`config.mk`:
```
export PLATFORM = sky130hd
export DESIGN_NAME = psba_lane
export DESIGN_NICKNAME = d
export VERILOG_FILES = /design/src/hdl/psba_pkg.sv /design/src/hdl/psba_ram.sv /design/src/hdl/psba_lane.sv
export SDC_FILE = /design/constraint.sdc
export NUM_CORES = 2
export LEC_CHECK = 0
export BUFFER_PORTS_ARGS = -buffer_cell sky130_fd_sc_hd__buf_4
export CAP_MARGIN = 15
export CELL_PAD_IN_SITES_DETAIL_PLACEMENT = 1
export CELL_PAD_IN_SITES_GLOBAL_PLACEMENT = 1
export CORE_MARGIN = 2
export CORE_UTILIZATION = 56
export CTS_CLUSTER_DIAMETER = 200
export DETAILED_ROUTE_END_ITERATION = 8
export GPL_TIMING_DRIVEN = 0
export PLACE_DENSITY = 0.81
export SYNTH_ARGS = -nofsm -noshare
export SYNTH_HDL_FRONTEND = slang
export SYNTH_HIERARCHICAL = 1
export SYNTH_SLANG_ARGS = --single-unit
```
`constraint.sdc`:
```
create_clock -name clk -period 12.4 [get_ports clk]
set_clock_uncertainty 0.1 [all_clocks]
set_input_delay 2.48 -clock clk [delete_from_list [all_inputs] [get_ports clk]]
set_output_delay 2.48 -clock clk [all_outputs]
set_load 0.02 [all_outputs]
```
`src/hdl/psba_pkg.sv`:
```
// Shared types and constants for the partial-sum bias accumulator.
`default_nettype none

package psba_pkg;

    localparam int LANES      = 4;
    localparam int DATA_W     = 32;

    localparam int CFG_DATA_W  = 21;
    localparam int CFG_INDEX_W = 2;

    localparam int PIXEL_CFG_W = 21;
    localparam int ITER_CFG_W  = 9;
    localparam int GROUP_CFG_W = 7;

    localparam int PIXEL_MAX = 1048576;
    localparam int PIXEL_W   = 20;

    localparam logic [CFG_INDEX_W-1:0] REG_PIXEL_COUNT      = 2'd0;
    localparam logic [CFG_INDEX_W-1:0] REG_INPUT_ITERATIONS = 2'd1;
    localparam logic [CFG_INDEX_W-1:0] REG_OUTPUT_GROUPS    = 2'd2;

    // Per-cycle controls from the sequencer to every lane
    typedef struct packed {
        logic load;     // item taken into the lane's stage register
        logic advance;  // stage item completes: store the new partial sum
        logic first;    // first input iteration: start from the bias
        logic forward;  // previous item wrote this group while we read it
    } lane_ctl_t;

endpackage

`default_nettype wire

```
`src/hdl/psba_ram.sv`:
```
// Generic single-write, single-read RAM with registered read data.
`default_nettype none

module psba_ram #(
    parameter int WIDTH = 32,
    parameter int DEPTH = 64
) (
    input  wire logic                                  clk,
    input  wire logic                                  we,
    input  wire logic [(DEPTH > 1 ? $clog2(DEPTH) : 1)-1:0] waddr,
    input  wire logic [WIDTH-1:0]                      wdata,
    input  wire logic                                  re,
    input  wire logic [(DEPTH > 1 ? $clog2(DEPTH) : 1)-1:0] raddr,
    output logic      [WIDTH-1:0]                      rdata
);

    logic [WIDTH-1:0] mem [DEPTH];

    always_ff @(posedge clk)
    begin
        if (we)
        begin
            mem[waddr] <= wdata;
        end
        if (re)
        begin
            rdata <= mem[raddr];
        end
    end

endmodule

`default_nettype wire

```
`src/hdl/psba_lane.sv`:
```
// One accumulation lane: partial-sum store, start select and adder.
`default_nettype none

module psba_lane
    import psba_pkg::*;
#(
    parameter int MAX_GROUPS = 64
) (
    input  wire logic                clk,
    input  wire lane_ctl_t           ctl,
    input  wire logic [(MAX_GROUPS > 1 ? $clog2(MAX_GROUPS) : 1)-1:0] rd_addr,
    input  wire logic [(MAX_GROUPS > 1 ? $clog2(MAX_GROUPS) : 1)-1:0] wr_addr,
    input  wire logic [DATA_W-1:0]   product,
    input  wire logic [DATA_W-1:0]   bias,
    output logic      [DATA_W-1:0]   sum
);

    logic [DATA_W-1:0] product_reg;
    logic [DATA_W-1:0] bias_reg;
    logic [DATA_W-1:0] fwd_data_reg;
    logic [DATA_W-1:0] rd_data;
    logic [DATA_W-1:0] start;

    psba_ram #(
        .WIDTH (DATA_W),
        .DEPTH (MAX_GROUPS)
    ) u_partial (
        .clk   (clk),
        .we    (ctl.advance),
        .waddr (wr_addr),
        .wdata (sum),
        .re    (ctl.load),
        .raddr (rd_addr),
        .rdata (rd_data)
    );

    // payload only, no reset
    always_ff @(posedge clk)
    begin
        if (ctl.load)
        begin
            product_reg  <= product;
            bias_reg     <= bias;
            fwd_data_reg <= sum;   // sum being written this cycle, if any
        end
    end

    always_comb
    begin
        if (ctl.first)
        begin
            start = bias_reg;
        end
        else if (ctl.forward)
        begin
            start = fwd_data_reg;
        end
        else
        begin
            start = rd_data;
        end
    end

    assign sum = start + product_reg;  // wraps

endmodule

`default_nettype wire

```
After elaboration in Yosys (flattened, before gate mapping)
Memories as Yosys holds them, arrays and structs flattened. A register that Yosys moved wholly into a read port is not among the register bits.
Cells that the tools add are included.
- add/sub/neg operators: 1
- mux-type cells: 4
- operator list (kind ; number):
    2-to-1 mux 32 bit ; 2
    adder 32 bit ; 1
    2-to-1 mux 1 bit ; 2
- bits in registers: 96
- bits in writable memories: 2048
- memories: 1
- memories (memory ; depth ; bits a word ; read ports ; clocked after Yosys merged registers in ; write ports ; RTL line ; RTL):
    u_partial.mem ; 64 ; 32 ; 1 ; 1 ; 1 ; psba_ram.sv:17 ; logic [WIDTH-1:0] mem [DEPTH];

Logic depth before layout (Yosys ltp)
- depth in word-level cells: 3
- mapped depth: 13
- depth with buffers taken out: 11

By module
Netlist, hierarchy kept.
- modules (own cells, without submodules) (module ; instances ; cells each ; area each (µm²)):
    psba_ram ; 1 ; 3324 ; 78835.6
    psba_lane ; 1 ; 459 ; 5311.3

Least setup slack after synthesis
No wires, ideal clock.
- kind: input -> output
- start: input port ctl[0] (netlist name)
- end: output port sum[31]
- data arrival time: 9.605 ns
- data required time: 9.820 ns
- setup slack: 0.215 ns
- stages on the path: 13
- path buffers: 3
- cells stage by stage: buf_2 > buf_1 > mux2i_1 > o21ai_0 > ha_1 > buf_6 > and2_4 > and3_4 > a221oi_2 > o21ai_1 > a41o_1 > a211o_1 > a2111oi_1
- word-level cells in the longest chain between the ends: 3
- ends and longest elaborated chain (item ; RTL line ; RTL):
    start, declared ; psba_lane.sv:10 ; input wire lane_ctl_t ctl,
    2-to-1 mux 32 bit ; psba_lane.sv:54 ; else if (ctl.forward)
    2-to-1 mux 32 bit ; psba_lane.sv:50 ; if (ctl.first)
    adder 32 bit ; psba_lane.sv:64 ; assign sum = start + product_reg;
    end, declared ; psba_lane.sv:15 ; output logic [DATA_W-1:0] sum
Every way passes these cells.

Worst setup path after layout
- start: input port ctl[0] (netlist name)
- end: output port sum[22]
The elaborated chain is that of the path after synthesis.

==> metrics <==
outcome finished clean; antenna violations before repair 19; First-pass DRT Iterations 6; Crit Reg-Reg Startpoint u_partial/rdata[3]; Hold EP u_partial/mem[18][0]; Setup crit start ctl[0]; fin nets 4383; minimum clock period 10040 ps; ys flop type edfxtp_1; CP max stage cell buf_1; detailed-route via count 47900; synth unique cells 64; internal reg-to-reg setup slack 7230 ps; layout cells sized above 1 29.7%; post-synthesis mux area share 16.0%; Max-Slew Margin vs Limit 10.0%; RR Endpoint u_partial/mem[6][31]; EDFF count, synth 2176; die span in x 392 um; Placer Congestion 0.902; hold_buf cts 0; PostCTS Resize Cnt 0; worst-path maximum fanout 36; WP data arrival 7460 ps; Slew @ Worst Pin 1350 ps; sequential element share of the synthesized area 77.7%; Worst Setup Start Kind primary input; Total GRT Usage 40.2%; CTS Sinks 2176; largest net degree at the start of global routing 77; Starting Density 56.2%; Largest Register u_partial/mem; Inst Count DP 6067; hold path cells 1; Setup TNS 0 ps; leak pwr 0.0312 uW; leading area contributor after synthesis edfxtp_1; DRC 0; Clock Tree Buf Depth 3; worst skew pair latency 890 ps; vias in the first global route 49000; count of pins over their slew limit 0; CTS Buf Count 210; Synth Net Count 3896; P per Cell Area 189 mW/mm2; final std cells w/o fill 6468; post-route ant nets 0; main combinational cell family by area after synthesis multiplexers; DP Wirelength 184000 um; P&R area growth vs syn 16.6%; max-cap violations 0; maximum clock frequency 99.6 MHz; worst vdd ir 0.000189 V; Die Y 392 um; vias per inst 7.41; first-pass GRT wire length 411000 um; Worst path most repeated cell o21ai_0; Final Cycle Share 81.0%; # H-tree levels 4; Worst Path Required 9820 ps; PortBufs 102; kind of critical path primary input to output port; die area 0.153 mm2; CP endpoint kind output port; Hold Path Class flip-flop to flip-flop; CP top delay family compound AO/OA/AOI/OAI gates; post-synthesis cell count 3783; simple-gate portion of the synthesized area 1.88%; CTS tree done; Synth Area in Compound Gates 2.48%; slowest stage delay, CP 690 ps; hold violation count in the final report 0; max FFs per register 2048; R2R depth 15; post-synth top area share 77.7%; # setup viols final 0; 1st-iter DRT viols 8781; cells along the critical path buf_2 > buf_1 > mux2i_1 > o21ai_0 > ha_1 > o211ai_1 > a21boi_0 > nand3b_1 > a31oi_1 > nor2_1 > o21ai_0 > xor2_4 > buf_16 > buf_12 > buf_4; synthesized area 0.0841 mm2; Setup Buffers After CTS 0; FP Rows 142; Reg clk slew, reported paths 70 ps; adder-cell share of the synthesized area 0.485%; top cells by area, synth edfxtp_1, mux4_2, mux2i_1; CTS Root Cell clkbuf_16; Synth async-reset ratio 0%; RSZ-0062 raised after global routing false; io pins 113; Yosys reg bits 2176; drt wl/cell 46.8 um; utilization after layout 65.6%; number of buffers and inverters on the critical path 5; WL final 303000 um; GRT overflow 0; worst hold path startpoint product_reg[0]; Post-Synth XOR/XNOR Area 0.260%; commonest non-fill, non-tap cell in the layout edfxtp_1; Synth warnings 6; most frequent cells in the layout edfxtp_1, mux4_2, clkbuf_16; Pwr Total 18500 uW; core area 0.150 mm2; Avg Inst Size Synth 22.2 um2
## cell families (layout without fill, tap and decap cells)
family | count (synthesis) | in the layout
multiplexers | 669 | 669
flip-flops | 2176 | 2176
AO/OA/AOI/OAI | 330 | 330
adder cells (fa/ha/maj) | 32 | 32
other | 0 | 10
buffers and inverters | 207 | 866
XOR/XNOR | 25 | 25
AND/OR/NAND/NOR | 344 | 344
## cell usage after synthesis, types with 8 or more instances
master       n
a21oi_1     94
a22oi_1     12
a311oi_1     8
a31oi_1      8
buf_1       24
buf_2       58
buf_4       26
clkbuf_1    84
edfxtp_1  2176
ha_1        31
inv_1        8
mux2i_1    125
mux4_2     544
nand2_1     82
nand2b_1    11
nand3_1     13
nand4_1      8
nor2_1     154
nor2b_1     20
nor3_1      10
o21ai_0     46
o221ai_1    28
o22ai_1     84
xnor2_1     15
xor2_1      10
## stage by stage
| step | area, um2 | hold slack [ps] | worst slack (ps) |
|---|---|---|---|
| 6_report | 98100 | 872 | 2360 |
| 5_1_grt | 98100 | 885 | 1970 |
| 4_1_cts | 98000 | 878 | 2380 |
| 3_5_place_dp | 91200 | 850 | 2480 |
| 3_3_place_gp | 87400 | 857 | -4180 |
| 2_1_floorplan | 84100 | 650 | 215 |
## report_power, final
| part | switching [uW] | internal, uW | leakage (uW) |
|---|---|---|---|
| clock network | 2930 | 3540 | 0.00329 |
| logic | 2080 | 834 | 0.00828 |
| registers | 40.4 | 9110 | 0.0197 |
| total | 5050 | 13500 | 0.0312 |
## layout make-up
cell class	count	area (um2)
flip-flops and latches	2176	65300
fillers	11800	51500
multi-input cells	1400	18600
clock buffers	255	5490
repair buffers	275	3860
well taps	2016	2520
clock inverters	129	1250
plain buffers	199	970
inverters	8	30.0
diodes	10	25.0
## layer usage
layer,track usage [%],part of all wire [%]
met1,49.7,31
met2,60.8,45
met3,12.8,15
met4,28.4,8.6
met5,0,0.027
## worst max-delay path by stage
stage	to	slack, ps	depth (start not counted)
after global routing	sum[22]	1970	15
after detailed placement	sum[22]	2480	15
final	sum[22]	2360	15
after CTS	sum[22]	2380	15
after global placement	sum[31]	-4180	13
after floorplan	sum[31]	220	13
No activity file was read; power rests on OpenSTA's default activity.
