File: config.mk
export PLATFORM = sky130hd
export DESIGN_NAME = psba_ctrl
export DESIGN_NICKNAME = d
export VERILOG_FILES = /design/src/hdl/psba_pkg.sv /design/src/hdl/psba_ctrl.sv
export SDC_FILE = /design/constraint.sdc
export NUM_CORES = 1
export LEC_CHECK = 0
export ABC_AREA = 1
export BUFFER_PORTS_ARGS = -buffer_cell sky130_fd_sc_hd__buf_4
export CORE_ASPECT_RATIO = 2
export CORE_MARGIN = 3
export CORE_UTILIZATION = 28
export CTS_BUF_LIST = sky130_fd_sc_hd__clkbuf_4 sky130_fd_sc_hd__clkbuf_8
export DETAILED_ROUTE_END_ITERATION = 12
export PLACE_DENSITY = 0.54
export SYNTH_ARGS = -nofsm -noshare
export SYNTH_HDL_FRONTEND = slang
export SYNTH_SLANG_ARGS = --single-unit
File: constraint.sdc
create_clock -name clk -period 2.25 [get_ports clk]
set_clock_uncertainty 0.05 [all_clocks]
set_input_delay 0.3375 -clock clk [delete_from_list [all_inputs] [get_ports clk]]
set_output_delay 0.3375 -clock clk [all_outputs]
set_load 0.05 [all_outputs]
File: src/hdl/psba_pkg.sv
// Shared types and constants for the partial-sum bias accumulator.
`default_nettype none

package psba_pkg;

    localparam int LANES      = 4;
    localparam int DATA_W     = 32;

    localparam int CFG_DATA_W  = 21;
    localparam int CFG_INDEX_W = 2;

    localparam int PIXEL_CFG_W = 21;
    localparam int ITER_CFG_W  = 9;
    localparam int GROUP_CFG_W = 7;

    localparam int PIXEL_MAX = 1048576;
    localparam int PIXEL_W   = 20;

    localparam logic [CFG_INDEX_W-1:0] REG_PIXEL_COUNT      = 2'd0;
    localparam logic [CFG_INDEX_W-1:0] REG_INPUT_ITERATIONS = 2'd1;
    localparam logic [CFG_INDEX_W-1:0] REG_OUTPUT_GROUPS    = 2'd2;

    // Per-cycle controls from the sequencer to every lane
    typedef struct packed {
        logic load;     // item taken into the lane's stage register
        logic advance;  // stage item completes: store the new partial sum
        logic first;    // first input iteration: start from the bias
        logic forward;  // previous item wrote this group while we read it
    } lane_ctl_t;

endpackage

`default_nettype wire

File: src/hdl/psba_ctrl.sv
// Sequencer: configuration, group/iteration/pixel counters, stage handshake.
`default_nettype none

module psba_ctrl
    import psba_pkg::*;
#(
    parameter int MAX_GROUPS     = 64,
    parameter int MAX_ITERATIONS = 256
) (
    input  wire logic                   clk,
    input  wire logic                   rst_n,
    input  wire logic                   cfg_wr_en,
    input  wire logic [CFG_INDEX_W-1:0] cfg_index,
    input  wire logic [CFG_DATA_W-1:0]  cfg_data,
    input  wire logic                   in_valid,
    output logic                        in_ready,
    input  wire logic                   out_free,
    output lane_ctl_t                   lane_ctl,
    output logic [(MAX_GROUPS > 1 ? $clog2(MAX_GROUPS) : 1)-1:0] rd_addr,
    output logic [(MAX_GROUPS > 1 ? $clog2(MAX_GROUPS) : 1)-1:0] wr_addr,
    output logic                        emit,
    output logic                        emit_frame_last
);

    localparam int GROUP_W = MAX_GROUPS > 1 ? $clog2(MAX_GROUPS) : 1;
    localparam int ITER_W  = MAX_ITERATIONS > 1 ? $clog2(MAX_ITERATIONS) : 1;

    // configuration, held as last index (count - 1)
    logic [PIXEL_W-1:0] pixel_last_reg, pixel_last_next;
    logic [ITER_W-1:0]  iter_last_reg,  iter_last_next;
    logic [GROUP_W-1:0] group_last_reg, group_last_next;

    logic [PIXEL_W-1:0] pixel_reg, pixel_next;
    logic [ITER_W-1:0]  iter_reg,  iter_next;
    logic [GROUP_W-1:0] group_reg, group_next;

    logic               s1_valid_reg, s1_valid_next;
    logic               s1_first_reg;
    logic               s1_fwd_reg;
    logic               s1_emit_reg;
    logic               s1_frame_last_reg;
    logic [GROUP_W-1:0] s1_grp_reg;

    logic accept;
    logic s1_go;
    logic last_group;
    logic last_iter;
    logic last_pixel;

    logic [PIXEL_CFG_W-1:0] pix_v;
    logic [ITER_CFG_W-1:0]  iter_v;
    logic [GROUP_CFG_W-1:0] grp_v;

    assign pix_v  = cfg_data[PIXEL_CFG_W-1:0];
    assign iter_v = cfg_data[ITER_CFG_W-1:0];
    assign grp_v  = cfg_data[GROUP_CFG_W-1:0];

    // zero counts as one, values above range saturate
    always_comb
    begin
        pixel_last_next = pixel_last_reg;
        iter_last_next  = iter_last_reg;
        group_last_next = group_last_reg;
        if (cfg_wr_en)
        begin
            case (cfg_index)
                REG_PIXEL_COUNT:
                begin
                    if (pix_v == '0)
                        pixel_last_next = '0;
                    else if (32'(pix_v) > 32'(PIXEL_MAX))
                        pixel_last_next = PIXEL_W'(PIXEL_MAX - 1);
                    else
                        pixel_last_next = PIXEL_W'(pix_v - 1'b1);
                end
                REG_INPUT_ITERATIONS:
                begin
                    if (iter_v == '0)
                        iter_last_next = '0;
                    else if (32'(iter_v) > 32'(MAX_ITERATIONS))
                        iter_last_next = ITER_W'(MAX_ITERATIONS - 1);
                    else
                        iter_last_next = ITER_W'(iter_v - 1'b1);
                end
                REG_OUTPUT_GROUPS:
                begin
                    if (grp_v == '0)
                        group_last_next = '0;
                    else if (32'(grp_v) > 32'(MAX_GROUPS))
                        group_last_next = GROUP_W'(MAX_GROUPS - 1);
                    else
                        group_last_next = GROUP_W'(grp_v - 1'b1);
                end
                default:
                begin
                end
            endcase
        end
    end

    assign last_group = group_reg >= group_last_reg;
    assign last_iter  = iter_reg  >= iter_last_reg;
    assign last_pixel = pixel_reg >= pixel_last_reg;

    assign s1_go    = s1_valid_reg && (!s1_emit_reg || out_free);
    assign in_ready = !s1_valid_reg || s1_go;
    assign accept   = in_valid && in_ready;

    always_comb
    begin
        group_next = group_reg;
        iter_next  = iter_reg;
        pixel_next = pixel_reg;
        if (accept)
        begin
            if (last_group)
            begin
                group_next = '0;
                if (last_iter)
                begin
                    iter_next  = '0;
                    pixel_next = last_pixel ? '0 : pixel_reg + 1'b1;
                end
                else
                begin
                    iter_next = iter_reg + 1'b1;
                end
            end
            else
            begin
                group_next = group_reg + 1'b1;
            end
        end

        if (accept)
            s1_valid_next = 1'b1;
        else if (s1_go)
            s1_valid_next = 1'b0;
        else
            s1_valid_next = s1_valid_reg;
    end

    always_ff @(posedge clk or negedge rst_n)
    begin
        if (!rst_n)
        begin
            pixel_last_reg    <= '0;
            iter_last_reg     <= '0;
            group_last_reg    <= '0;
            pixel_reg         <= '0;
            iter_reg          <= '0;
            group_reg         <= '0;
            s1_valid_reg      <= 1'b0;
            s1_first_reg      <= 1'b0;
            s1_fwd_reg        <= 1'b0;
            s1_emit_reg       <= 1'b0;
            s1_frame_last_reg <= 1'b0;
            s1_grp_reg        <= '0;
        end
        else
        begin
            pixel_last_reg <= pixel_last_next;
            iter_last_reg  <= iter_last_next;
            group_last_reg <= group_last_next;
            pixel_reg      <= pixel_next;
            iter_reg       <= iter_next;
            group_reg      <= group_next;
            s1_valid_reg   <= s1_valid_next;
            if (accept)
            begin
                s1_first_reg      <= iter_reg == '0;
                // RAM read sees old data when the stage item writes the same group
                s1_fwd_reg        <= s1_go && (s1_grp_reg == group_reg);
                s1_emit_reg       <= last_iter;
                s1_frame_last_reg <= last_iter && last_group && last_pixel;
                s1_grp_reg        <= group_reg;
            end
        end
    end

    assign lane_ctl.load    = accept;
    assign lane_ctl.advance = s1_go;
    assign lane_ctl.first   = s1_first_reg;
    assign lane_ctl.forward = s1_fwd_reg;
    assign rd_addr          = group_reg;
    assign wr_addr          = s1_grp_reg;
    assign emit             = s1_go && s1_emit_reg;
    assign emit_frame_last  = s1_frame_last_reg;

    property p_ready_only_blocked_by_stage;
        @(posedge clk) disable iff (!rst_n)
        !in_ready |-> (s1_valid_reg && s1_emit_reg && !out_free);
    endproperty
    a_ready_only_blocked_by_stage: assert property (p_ready_only_blocked_by_stage)
        else $error("input stalled without a blocked result in the stage");

    property p_group_steps;
        @(posedge clk) disable iff (!rst_n)
        (accept && !last_group && !cfg_wr_en) |=> group_reg == $past(group_reg) + 1'b1;
    endproperty
    a_group_steps: assert property (p_group_steps)
        else $error("group counter did not step on an accepted item");

    property p_forward_same_group;
        @(posedge clk) disable iff (!rst_n)
        accept && s1_go && (s1_grp_reg == group_reg) |=> s1_fwd_reg;
    endproperty
    a_forward_same_group: assert property (p_forward_same_group)
        else $error("same-group hazard not forwarded");

    property p_frame_last_emits;
        @(posedge clk) disable iff (!rst_n)
        (s1_valid_reg && s1_frame_last_reg) |-> s1_emit_reg;
    endproperty
    a_frame_last_emits: assert property (p_frame_last_emits)
        else $error("frame end marked on an item without a result");

endmodule

`default_nettype wire

==> Word-level counts from Yosys, hierarchy flattened <==
Index checks and enable logic that the tools add are counted.
{ "totals": {"ff_bits": 79, "in_bits": 28} }
{ "op_classes": {"n_lt_le_gt_ge": 6, "n_reduce_logical": 21, "addsub": 6, "n_mux": 11, "eq_ne": 3} }
{ "ops": {"columns": ["op", "count"], "rows": [
  ["$mux W20", 3],
  ["$mux W8", 3],
  ["$gt A21 B21 Y1 const B", 1],
  ["$logic_not A21 Y1", 1],
  ["$add A20 B1 Y20 const B", 1],
  ["$ge A20 B20 Y1", 1],
  ["$sub A20 B1 Y20 const B", 1],
  ["$mux W6", 3],
  ["$gt A9 B9 Y1 const B", 1],
  ["$logic_not A9 Y1", 1],
  ["$add A8 B1 Y8 const B", 1],
  ["$ge A8 B8 Y1", 1],
  ["$logic_not A8 Y1", 1],
  ["$reduce_and A2 Y1", 4],
  ["$sub A8 B1 Y8 const B", 1],
  ["$gt A7 B7 Y1 const B", 1],
  ["$logic_not A7 Y1", 1],
  ["$add A6 B1 Y6 const B", 1],
  ["$eq A6 B6 Y1", 1],
  ["$ge A6 B6 Y1", 1],
  ["$logic_and A1 B1 Y1", 6],
  ["$sub A6 B1 Y6 const B", 1],
  ["$reduce_and A3 Y1", 1],
  ["$eq A2 B1 Y1 const B", 1],
  ["other kinds (6)", 9]
]} }

==> Logic depth before layout (Yosys ltp) <==
Gate-level depths: netlist (run 1).
{ "depth": {"word_depth": 6, "ltp_mapped": 16, "mapped_depth_nobuf": 15} }

==> Worst setup path after synthesis (run 1) <==
Ideal clock, no wire load.
{ "synth_timing": {"path_type": "reg2reg", "from": "register group_reg[0] (netlist: rd_addr[0])", "to": "register pixel_reg[7]", "setup_ps": 115, "path_stages_with_launch": 15, "arrival_time_ps": 1995, "path_slack_ps": 91, "period_less_slack_ps": 2159, "path_buffers": 1, "t_required_ps": 2085, "path_cell_list": "dfrtp_1 > inv_1 > ha_1 > inv_1 > nand2_1 > nand2_1 > nand2_1 > nand2_1 > nand2_1 > nand2_2 > nor2_4 > nand2_1 > inv_2 > buf_6 > nor2_1"} }
{ "synth_via": {"elab_chain_len": 2} }
{ "synth_rtl": {"columns": ["element", "line_no", "source"], "rows": [
  ["start, declared", "psba_ctrl.sv:35", "logic [GROUP_W-1:0] group_reg, group_next;"],
  ["start signal, assigned", "psba_ctrl.sv:167", "group_reg <= group_next;"],
  ["$ge A6 B6 Y1", "psba_ctrl.sv:101", "assign last_group = group_reg >= group_last_reg;"],
  ["$reduce_and A3 Y1 (no line)", null, null],
  ["end signal, assigned", "psba_ctrl.sv:165", "pixel_reg <= pixel_next;"],
  ["end, declared", "psba_ctrl.sv:33", "logic [PIXEL_W-1:0] pixel_reg, pixel_next;"]
]} }
No other way between the ends.
A chain may end at the register's enable or synchronous reset.

==> Final worst setup path (run 1) <==
{ "layout_timing": {"from": "register pixel_reg[16]", "to": "register pixel_reg[19]"} }
{ "layout_via": {"elab_chain_len": 2, "word_cells_on_any_way": 3} }
{ "layout_rtl": {"columns": ["element", "line_no", "source"], "rows": [
  ["$add A20 B1 Y20 / $ge A20 B20 Y1 (equally long branches)", "psba_ctrl.sv:122, psba_ctrl.sv:103", null],
  ["$mux W20 *", "psba_ctrl.sv:122", "pixel_next = last_pixel ? '0 : pixel_reg + 1'b1;"]
]} }
Mark *: on every way between the ends. The rest lies on a longest branch, timed or not.

==> reports/qor.yml, run 1 <==
status: "completed"
synth_largest_area_cell: "dfrtp_1"
fin_ws_ns: 0.195
wl_met1_mm: 5.27
seq_power_share: 0.346
post-cts-setup-buffer-count: 0
synth_cells: 769
path_clk_slew_ns: 0.09
antenna_cells: 0
ant_nets: 0
rrSetupSlack_ns: 0.20
grt_max_degree: 64
core_um2: 18900
power.switching_uw: 3110
power_uw: 6600
power.leakage_uw: 0.00334
numCtsBuffers: 9
maxCapViolCount: 0
period_share: 0.913
grt_pass1_vias: 5014
drive_gt1_frac: 0.126
yosysWarnings: 0
setup_viol: 0
max_slew_margin: 0.618
synth-seq-area-share: 0.366
irDropWorstVdd_mv: 0.414
endpoint: "pixel_reg[19]"
p_int_uw: 3490
p_sw_frac: 0.472
fp.dieH_um: 202
crit_type: "reg2reg"
max_stage_delay_ns: 0.47
worstPathCellList: "ha_1, nand2_1, inv_1, nand2_1, nor2_2, and3_1, nand2_1, nand2_1, nand2_1, inv_4, nor2_1"
dp_slack_ns: 0.147
power_density_nw_per_um2: 1040
synth_edf_count: 0
cpMaxStageDelayCell: "dfrtp_1"
syn-mean-instance-area_um2: 7.03
grt_use_total: 0.149
crit_arrival_ns: 2.27
drt_first_pass_iters: 7
tns_ns: 0
reg2reg_to: "pixel_reg[19]"
grt_overflow: 0
dr.first_iter.drc_count: 205
wire_per_inst_um: 14.0
clkSinkCount: 79
wl_met2_mm: 9.06
num-nets-final: 894
power_frac_clock: 0.171
synth.most_common_cell: "nand2_1"
gp_congestion: 0.866
antenna_found_initial: 0
cp.required_ns: 2.47
hold_viol: 0
fill_cells: 2048
worstMarginPinSlew_ns: 0.566
dpl.hpwl_mm: 12.0
hp-class: "in2reg"
grt_pass1_wl_mm: 24.9
dr_wl_met3_um: 229
async_flop_share: 1.00
crit_path_start_kind: "register"
start_util: 0.286
rows: 71
synth_common_cells: "nand2_1 (213), inv_1 (127), nor2_1 (97), dfrtp_1 (79), ha_1 (39)"
drc: 0
io_buffers: 46
final_cell_area_um2: 6340
dieArea_um2: 21100
syn_nets: 836
cts_tree: "yes"
synth.area.top_cells: "dfrtp_1 (37%), nand2_1 (15%), ha_1 (9.0%), inv_1 (8.8%), nor2_1 (6.7%)"
clkLatencyLatePin_ns: 0.38
startpoint: "pixel_reg[16]"
fin_crit_ns: 2.05
crit_top_cell: "nand2_1"
synth_cell_types: 38
dpl_cell_area_um2: 6120
rr_startpoint: "pixel_reg[16]"
p_comb_frac: 0.483
syn2layout_area_growth_pct: 17.3
root_buffer: "clkbuf_8"
routed.top_layer: "met4"
r2r_cells: 11
syn_area_um2: 5410
totalWireLength_mm: 15.2
die_w_um: 104
viasPerCell: 4.51
fmax_ghz: 0.487
ys_ff_latch: 79
synth_top_area_share: 0.366
cp_max_fo: 13
ys.flop_type: "dfrtp_1"
io-pin-count: 47
vias: 4902
critPathCaptureType: "register"
cts_buffer_depth: 2
report.final.slew_viol_count: 0
cts_max_level: 3
[area by class of cell]
cell class | count | area, um^2 | share of cell area
inverter | 133 | 504 | 0.0795
multi-input combinational | 541 | 2820 | 0.445
clock buffer | 9 | 124 | 0.0195
sequential | 79 | 1980 | 0.312
timing repair buffer | 63 | 513 | 0.0809
tap | 255 | 319 | 0.0503
clock inverter | 7 | 78.8 | 0.0124
[kinds of logic after synthesis]
logic type               share of synthesized area
AO/OA/AOI/OAI                               0.0819
buffers and inverters                        0.112
flip-flops                                   0.366
XOR/XNOR                                    0.0259
adder cells (fa/ha/maj)                     0.0903
AND/OR/NAND/NOR                              0.324
[metrics by stage]
step / util / cells / hold slack, ns
floorplan: - / 769 / -0.00809
global placement: 0.324 / 1070 / 0.189
detailed placement: 0.324 / 1070 / 0.186
CTS: 0.335 / 1087 / 0.186
global route: 0.335 / 1087 / 0.208
finish: 0.335 / 1087 / 0.191
[cells in the final DEF (no fill, tap or decap), types with 2 or more instances in the layout]
cell type | Yosys | layout
a21o_1 | 2 | 2
a21oi_1 | 12 | 12
and3_1 | 2 | 2
buf_12 | 0 | 3
buf_4 | 6 | 59
clkbuf_8 | 0 | 9
clkinvlp_4 | 0 | 2
dfrtp_1 | 79 | 79
ha_1 | 39 | 39
inv_1 | 127 | 127
inv_2 | 5 | 4
inv_4 | 1 | 2
inv_6 | 0 | 2
nand2_1 | 213 | 213
nand2_2 | 5 | 5
nand3_1 | 38 | 38
nand3b_1 | 3 | 3
nand4_1 | 25 | 25
nor2_1 | 97 | 97
nor2_2 | 9 | 9
nor2_4 | 2 | 2
nor3_1 | 12 | 12
o21ai_0 | 27 | 27
o21ai_1 | 4 | 4
o21bai_1 | 3 | 3
o22ai_1 | 20 | 20
or2_2 | 2 | 2
xnor2_1 | 4 | 4
xor2_1 | 12 | 12
[power groups by stage]
stage               combinational (uW)  clock (uW)  sequential (uW)
floorplan                         1920           0             2480
global placement                  3170           0             2320
detailed placement                3220           0             2320
CTS                               3230        1180             2290
global route                      3650        1230             2350
finish                            3190        1130             2290
[routing by layer]
layer,track usage,up-vias
met5,0,-
met4,0.0780,0
met3,0.0130,32
li1,-,2550
met2,0.311,60
met1,0.138,2260
[what timing repair did]
item,in CTS,in global routing
endpoints found under the hold margin,16,0
resized for setup,0,1
hold buffers,1,0
setup endpoints to repair,0,13
[critical path, delay by kind of cell, from the launching register on]
kind,cells,cell delay [ns]
flip-flops,1,0.47
AND/OR/NAND/NOR,8,0.91
buffers and inverters,2,0.21
adder cells (fa/ha/maj),1,0.31
[how the worst min path moves through the flow]
| stage | start | endpoint | slack (ns) | depth (start not counted) |
|---|---|---|---|---|
| after floorplan | rst_n | emit_frame_last | -0.008 | 0 |
| after global placement | rst_n | pixel_reg[4] | 0.19 | 1 |
| after detailed placement | rst_n | pixel_reg[8] | 0.19 | 1 |
| after CTS | out_free | s1_valid_reg | 0.19 | 4 |
| after global routing | out_free | s1_valid_reg | 0.21 | 4 |
| final | out_free | s1_valid_reg | 0.19 | 4 |
(Power assumes the default switching activity.)
==> run 2, diff against run 1 <==
- ABC_AREA: 1 -> unset
- REMOVE_ABC_BUFFERS: unset -> 1
==> reports/qor.yml, run 2 <==
r2r_cells: 9  # -2
worstPathCellList: "ha_1, and3_4, a221o_1, nand2_1, o211ai_1, buf_4, buf_8, or2_4, o31ai_2"
synth_common_cells: "dfrtp_1 (79), nand2_1 (67), o21ai_0 (48), inv_1 (45), ha_1 (39)"
cts_buffer_depth: 2  # unchanged
status: "complete, but fails checks"
critPathCaptureType: "register"
io-pin-count: 47  # unchanged
die_w_um: 99.5  # -4.5%
synth-seq-area-share: 0.404  # +0.0378
path_clk_slew_ns: 0.08  # about the same
wire_per_inst_um: 17.3  # +24%
vias: 4721  # -3.7%
dpl.hpwl_mm: 11.9  # -0.93%
dp_slack_ns: -0.425  # -0.572 ns
grt_pass1_vias: 5139  # +2.5%
fin_ws_ns: -0.0699  # -0.265 ns
totalWireLength_mm: 15.8  # +4.0%
syn-mean-instance-area_um2: 8.86  # +26%
drt_first_pass_iters: 6  # -1
viasPerCell: 5.17  # +15%
root_buffer: "clkbuf_8"
syn2layout_area_growth_pct: 40.3
fmax_ghz: 0.431  # -11%
grt_overflow: 0  # unchanged
io_buffers: 46  # unchanged
rows: 67  # -5.6%
drc: 0  # unchanged
power_density_nw_per_um2: 763  # -27%
clkSinkCount: 79  # unchanged
core_um2: 16900  # -11%
fin_crit_ns: 2.32  # +0.265 ns
grt_use_total: 0.167  # +0.0178
crit_cells: 9  # -2
final_cell_mix: "buf_4 (148), dfrtp_1 (79), nand2_1 (65), inv_1 (39), o21ai_0 (33)"
numCtsBuffers: 9  # unchanged
path_buf_inv: 2  # unchanged
cts_tree: "yes"
power.leakage_uw: 0.00326  # -2.3%
hold_depth: 2  # -2
dr.first_iter.drc_count: 207  # +0.98%
seqCellArea_um2: 1980  # unchanged
tns_ns: -0.930  # -0.930 ns
drive_gt1_frac: 0.327  # +0.201
cpMaxStageDelayCell: "dfrtp_1"
antenna_found_initial: 0  # unchanged
rsz0062_at_grt: "true"
synth.most_common_cell: "dfrtp_1"
gp_congestion: 0.860  # -0.69%
hold_viol: 0  # unchanged
grt_pass1_wl_mm: 24.9  # about the same
maxCapViolCount: 0  # unchanged
num-nets-final: 769  # -14%
fp.dieH_um: 193  # -4.7%
hp-class: "in2reg"
cp_max_fo: 5  # -8
final_util: 0.406  # +0.0709
worstMarginPinSlew_ns: 0.545  # -0.0210 ns
start_util: 0.289  # +0.00361
multi_input_area_um2: 2950  # +4.5%
ys_ff_latch: 79  # unchanged
setup_viol: 18  # +18
dieArea_um2: 19200  # -9.0%
irDropWorstVdd_mv: 0.290  # -30%
ant_nets: 0  # unchanged
synth_largest_area_cell: "dfrtp_1"
synth.area.top_cells: "dfrtp_1 (40%), ha_1 (10%), nand2_1 (5.1%), o21ai_0 (4.9%), a22o_1 (3.9%)"
path_delay_family: "compound AO/OA/AOI/OAI gates"
synth_cell_types: 48  # +26%
synth_edf_count: 0  # unchanged
synth_top_area_share: 0.404  # +0.0378
fill_cells: 1697  # -17%
ys.flop_type: "dfrtp_1"
cts_max_level: 3  # unchanged
whs_ns: 0.147  # -0.0445 ns
async_flop_share: 1.00  # unchanged
grt_max_degree: 35  # -45%
crit_arrival_ns: 2.54  # +0.27 ns
final_common_cell: "buf_4"
period_share: 1.03  # +0.118
report.final.slew_viol_count: 0  # unchanged
crit_type: "reg2reg"
yosysWarnings: 0  # unchanged
max_slew_margin: 0.636  # +0.0179
clkLatencyLatePin_ns: 0.36  # -0.02 ns
cp.required_ns: 2.47  # about the same
antenna_cells: 0  # unchanged
synth_cells: 553  # -28%
crit_path_start_kind: "register"
violations: "setup timing"
instances_no_fill: 914  # -16%
max_stage_delay_ns: 0.40  # -0.07 ns
syn_area_um2: 4900  # -9.4%
placed_cells: 880  # -18%
[run 2: routing by layer]
metal,vias to the layer above,GRT usage,wire [um]
li1,2268,-,-
met1,2282,0.150,5300
met2,123,0.330,9060
met3,48,0.0277,595
met4,0,0.110,831
met5,-,0,0
[run 2: logic make-up (layout without fill, tap and decap cells)]
kind of cell    Yosys count  after routing  share of synthesized area
fa+ha+maj                39             39                     0.0996
mux                       2              2                    0.00460
buf+inv                  66            220                     0.0539
xor+xnor                 21             21                     0.0375
simple gates            199            199                      0.205
compound gates          147            147                      0.196
flops                    79             79                      0.404
[run 2: report_power, final]
part | total [uW] | switching, uW | internal [uW]
logic | 2270 | 1260 | 1020
registers | 1790 | 141 | 1650
clock network | 1180 | 546 | 634
[run 2: final timing paths]
kind	to	start	slack, ns
max reg2reg	pixel_reg[16]	pixel_reg[13]	-0.07
max in group asynchronous	iter_last_reg[6]	rst_n	1.14
min	s1_valid_reg	in_valid	0.15
min reg2reg	s1_first_reg	s1_first_reg	0.43
min in group asynchronous	rd_addr[2]	rst_n	0.40
max	pixel_reg[16]	pixel_reg[13]	-0.07
[run 2: worst reg2reg max path, cell delays in order (launching register included)]
cell and delay [ns]:
dfrtp_1 0.40, ha_1 0.27, and3_4 0.18, a221o_1 0.34, nand2_1 0.07, o211ai_1 0.11, buf_4 0.18, buf_8 0.13
or2_4 0.28, o31ai_2 0.22
[run 2: timing repair]
item	4_1_cts	5_1_grt
pin swaps	21	23
hold buffers	1	0
gates cloned	2	0
setup endpoints to repair	29	25
buffers inserted	14	2
gates resized for setup	40	36
hold endpoints to repair	26	0
[run 2: through the flow]
step                      power [uW]  area (um^2)
after floorplan                 2910         4800
after global placement          3710         6150
after detailed placement        3780         6150
after CTS                       5220         6710
after global routing            5560         6870
final                           5240         6870
[run 2: cell type report]
type / instances / area share
clock buffers: 10 / 0.0191
clock inverters: 6 / 0.0124
inverters: 45 / 0.0246
multi-input cells: 408 / 0.429
flip-flops and latches: 79 / 0.288
well taps: 207 / 0.0377
repair buffers: 159 / 0.189
==> run 3, diff against run 2 <==
- PLACE_DENSITY: 0.54 -> 0.5
- clock period: 2.25 -> 2 ns (I/O delays scaled with it)
==> reports/qor.yml, run 3 (synthesis gave the netlist of run 2 again) <==
setup_viol: 31  # +13
dpl.hpwl_mm: 12.1  # +1.6%
holdCritStartpoint: "in_valid"
startpoint: "pixel_reg[14]"
worstPathCellList: "ha_1, a21o_1, a221o_1, nand2_1, o211ai_1, buf_6, or2_4, o31ai_2"
path_clk_slew_ns: 0.09  # about the same
ant_nets: 0  # unchanged
grt_pass1_vias: 5015  # -2.4%
fp.dieH_um: 193  # unchanged
rows: 67  # unchanged
antenna_found_initial: 0  # unchanged
clkLatencyLatePin_ns: 0.37  # about the same
status: "complete, but fails checks"
path_buf_inv: 1  # -1
grt_use_total: 0.171  # +0.00387
final_cell_mix: "buf_4 (177), dfrtp_1 (79), nand2_1 (63), inv_1 (38), ha_1 (30)"
fmax_ghz: 0.446  # +3.5%
cts_max_level: 3  # unchanged
maxCapViolCount: 0  # unchanged
root_buffer: "clkbuf_8"
cts_tree: "yes"
violations: "setup timing"
max_stage_delay_ns: 0.40  # about the same
die_w_um: 99.5  # unchanged
irDropWorstVdd_mv: 0.348  # +20%
power.leakage_uw: 0.00347  # +6.5%
period_share: 1.12  # +0.0896
path_delay_family: "compound AO/OA/AOI/OAI gates"
placed_cells: 912  # +3.6%
instances_no_fill: 946  # +3.5%
num-nets-final: 801  # +4.2%
numCtsBuffers: 9  # unchanged
cts_buffer_depth: 2  # unchanged
tns_ns: -4.93  # -4.00 ns
cpMaxStageDelayCell: "dfrtp_1"
grt_overflow: 0  # unchanged
drive_gt1_frac: 0.405  # +0.0779
final_common_cell: "buf_4"
power_density_nw_per_um2: 837  # +9.7%
hold_viol: 0  # unchanged
clkSinkCount: 79  # unchanged
whs_ns: 0.0911  # -0.0558 ns
syn2layout_area_growth_pct: 49.2
rsz0062_at_grt: "true"
fill_cells: 1700  # +0.18%
report.final.slew_viol_count: 0  # unchanged
antenna_cells: 0  # unchanged
fin_ws_ns: -0.241  # -0.171 ns
crit_type: "reg2reg"
io_buffers: 46  # unchanged
cp_max_fo: 5  # unchanged
grt_pass1_wl_mm: 25.4  # +2.0%
critPathCaptureType: "register"
dp_slack_ns: -0.753  # -0.328 ns
multi_input_area_um2: 3150  # +6.7%
cp.required_ns: 2.22  # -0.25 ns
dr.first_iter.drc_count: 158  # -24%
fin_crit_ns: 2.24  # -0.0786 ns
hp-class: "in2reg"
vias: 4725  # +0.085%
rr_startpoint: "pixel_reg[14]"
final_util: 0.432  # +0.0257
crit_path_start_kind: "register"
totalWireLength_mm: 15.8  # +0.15%
gp_congestion: 0.904  # +5.2%
dieArea_um2: 19200  # unchanged
start_util: 0.289  # unchanged
drc: 0  # unchanged
viasPerCell: 4.99  # -3.3%
max_slew_margin: 0.618  # -0.0180
wire_per_inst_um: 16.7  # -3.2%
core_um2: 16900  # unchanged
io-pin-count: 47  # unchanged
grt_max_degree: 38  # +8.6%
seqCellArea_um2: 1980  # unchanged
worstMarginPinSlew_ns: 0.572  # +0.0269 ns
drt_first_pass_iters: 4  # -2
crit_arrival_ns: 2.46  # -0.08 ns
[run 3: what timing repair did]
item | 4_1_cts | 5_1_grt
cloned | 1 | 0
buffers inserted | 12 | 4
setup endpoints to repair | 43 | 45
gates resized for setup | 85 | 50
pin swaps | 31 | 28
endpoints found under the hold margin | 35 | 0
hold buffers | 1 | 0
[run 3: final cells by class]
| type | count | area share |
|---|---|---|
| Clock buffer | 12 | 0.0209 |
| Clock inverter | 4 | 0.0106 |
| Sequential cell | 79 | 0.271 |
| Timing Repair Buffer | 191 | 0.209 |
| Inverter | 45 | 0.0231 |
| Multi-Input combinational cell | 408 | 0.431 |
| Tap cell | 207 | 0.0354 |
[run 3: worst reg2reg max path, cell delays in order (launching register included)]
cell and delay (ns):
dfrtp_1 0.40, ha_1 0.32, a21o_1 0.19, a221o_1 0.29
nand2_1 0.06, o211ai_1 0.16, buf_6 0.18, or2_4 0.27
o31ai_2 0.24
[run 3: layer usage]
metal	track usage	vias to the layer above	share of wire
met4	0.0978	0	0.056
li1	-	2334	-
met1	0.164	2259	0.35
met5	0	-	0
met3	0.0270	42	0.027
met2	0.334	90	0.57
[run 3: path summary, 6_finish.rpt]
path / end / slack [ns] / depth (start not counted)
min reg2reg: s1_first_reg / 0.44 / 2
max: pixel_reg[16] / -0.24 / 8
min in group asynchronous: pixel_last_reg[1] / 0.40 / 2
min: s1_valid_reg / 0.09 / 2
max reg2reg: pixel_reg[16] / -0.24 / 8
max in group asynchronous: wr_addr[1] / 0.97 / 3
[run 3: power breakdown]
part,internal (uW),switching (uW)
clock network,773,617
logic,1240,1470
registers,1850,164
[run 3: through the flow]
stage | area [um^2] | power [uW]
2_1_floorplan | 4800 | 3270
3_3_place_gp | 6400 | 4330
3_5_place_dp | 6400 | 4370
4_1_cts | 7040 | 6050
5_1_grt | 7310 | 6510
6_report | 7310 | 6110
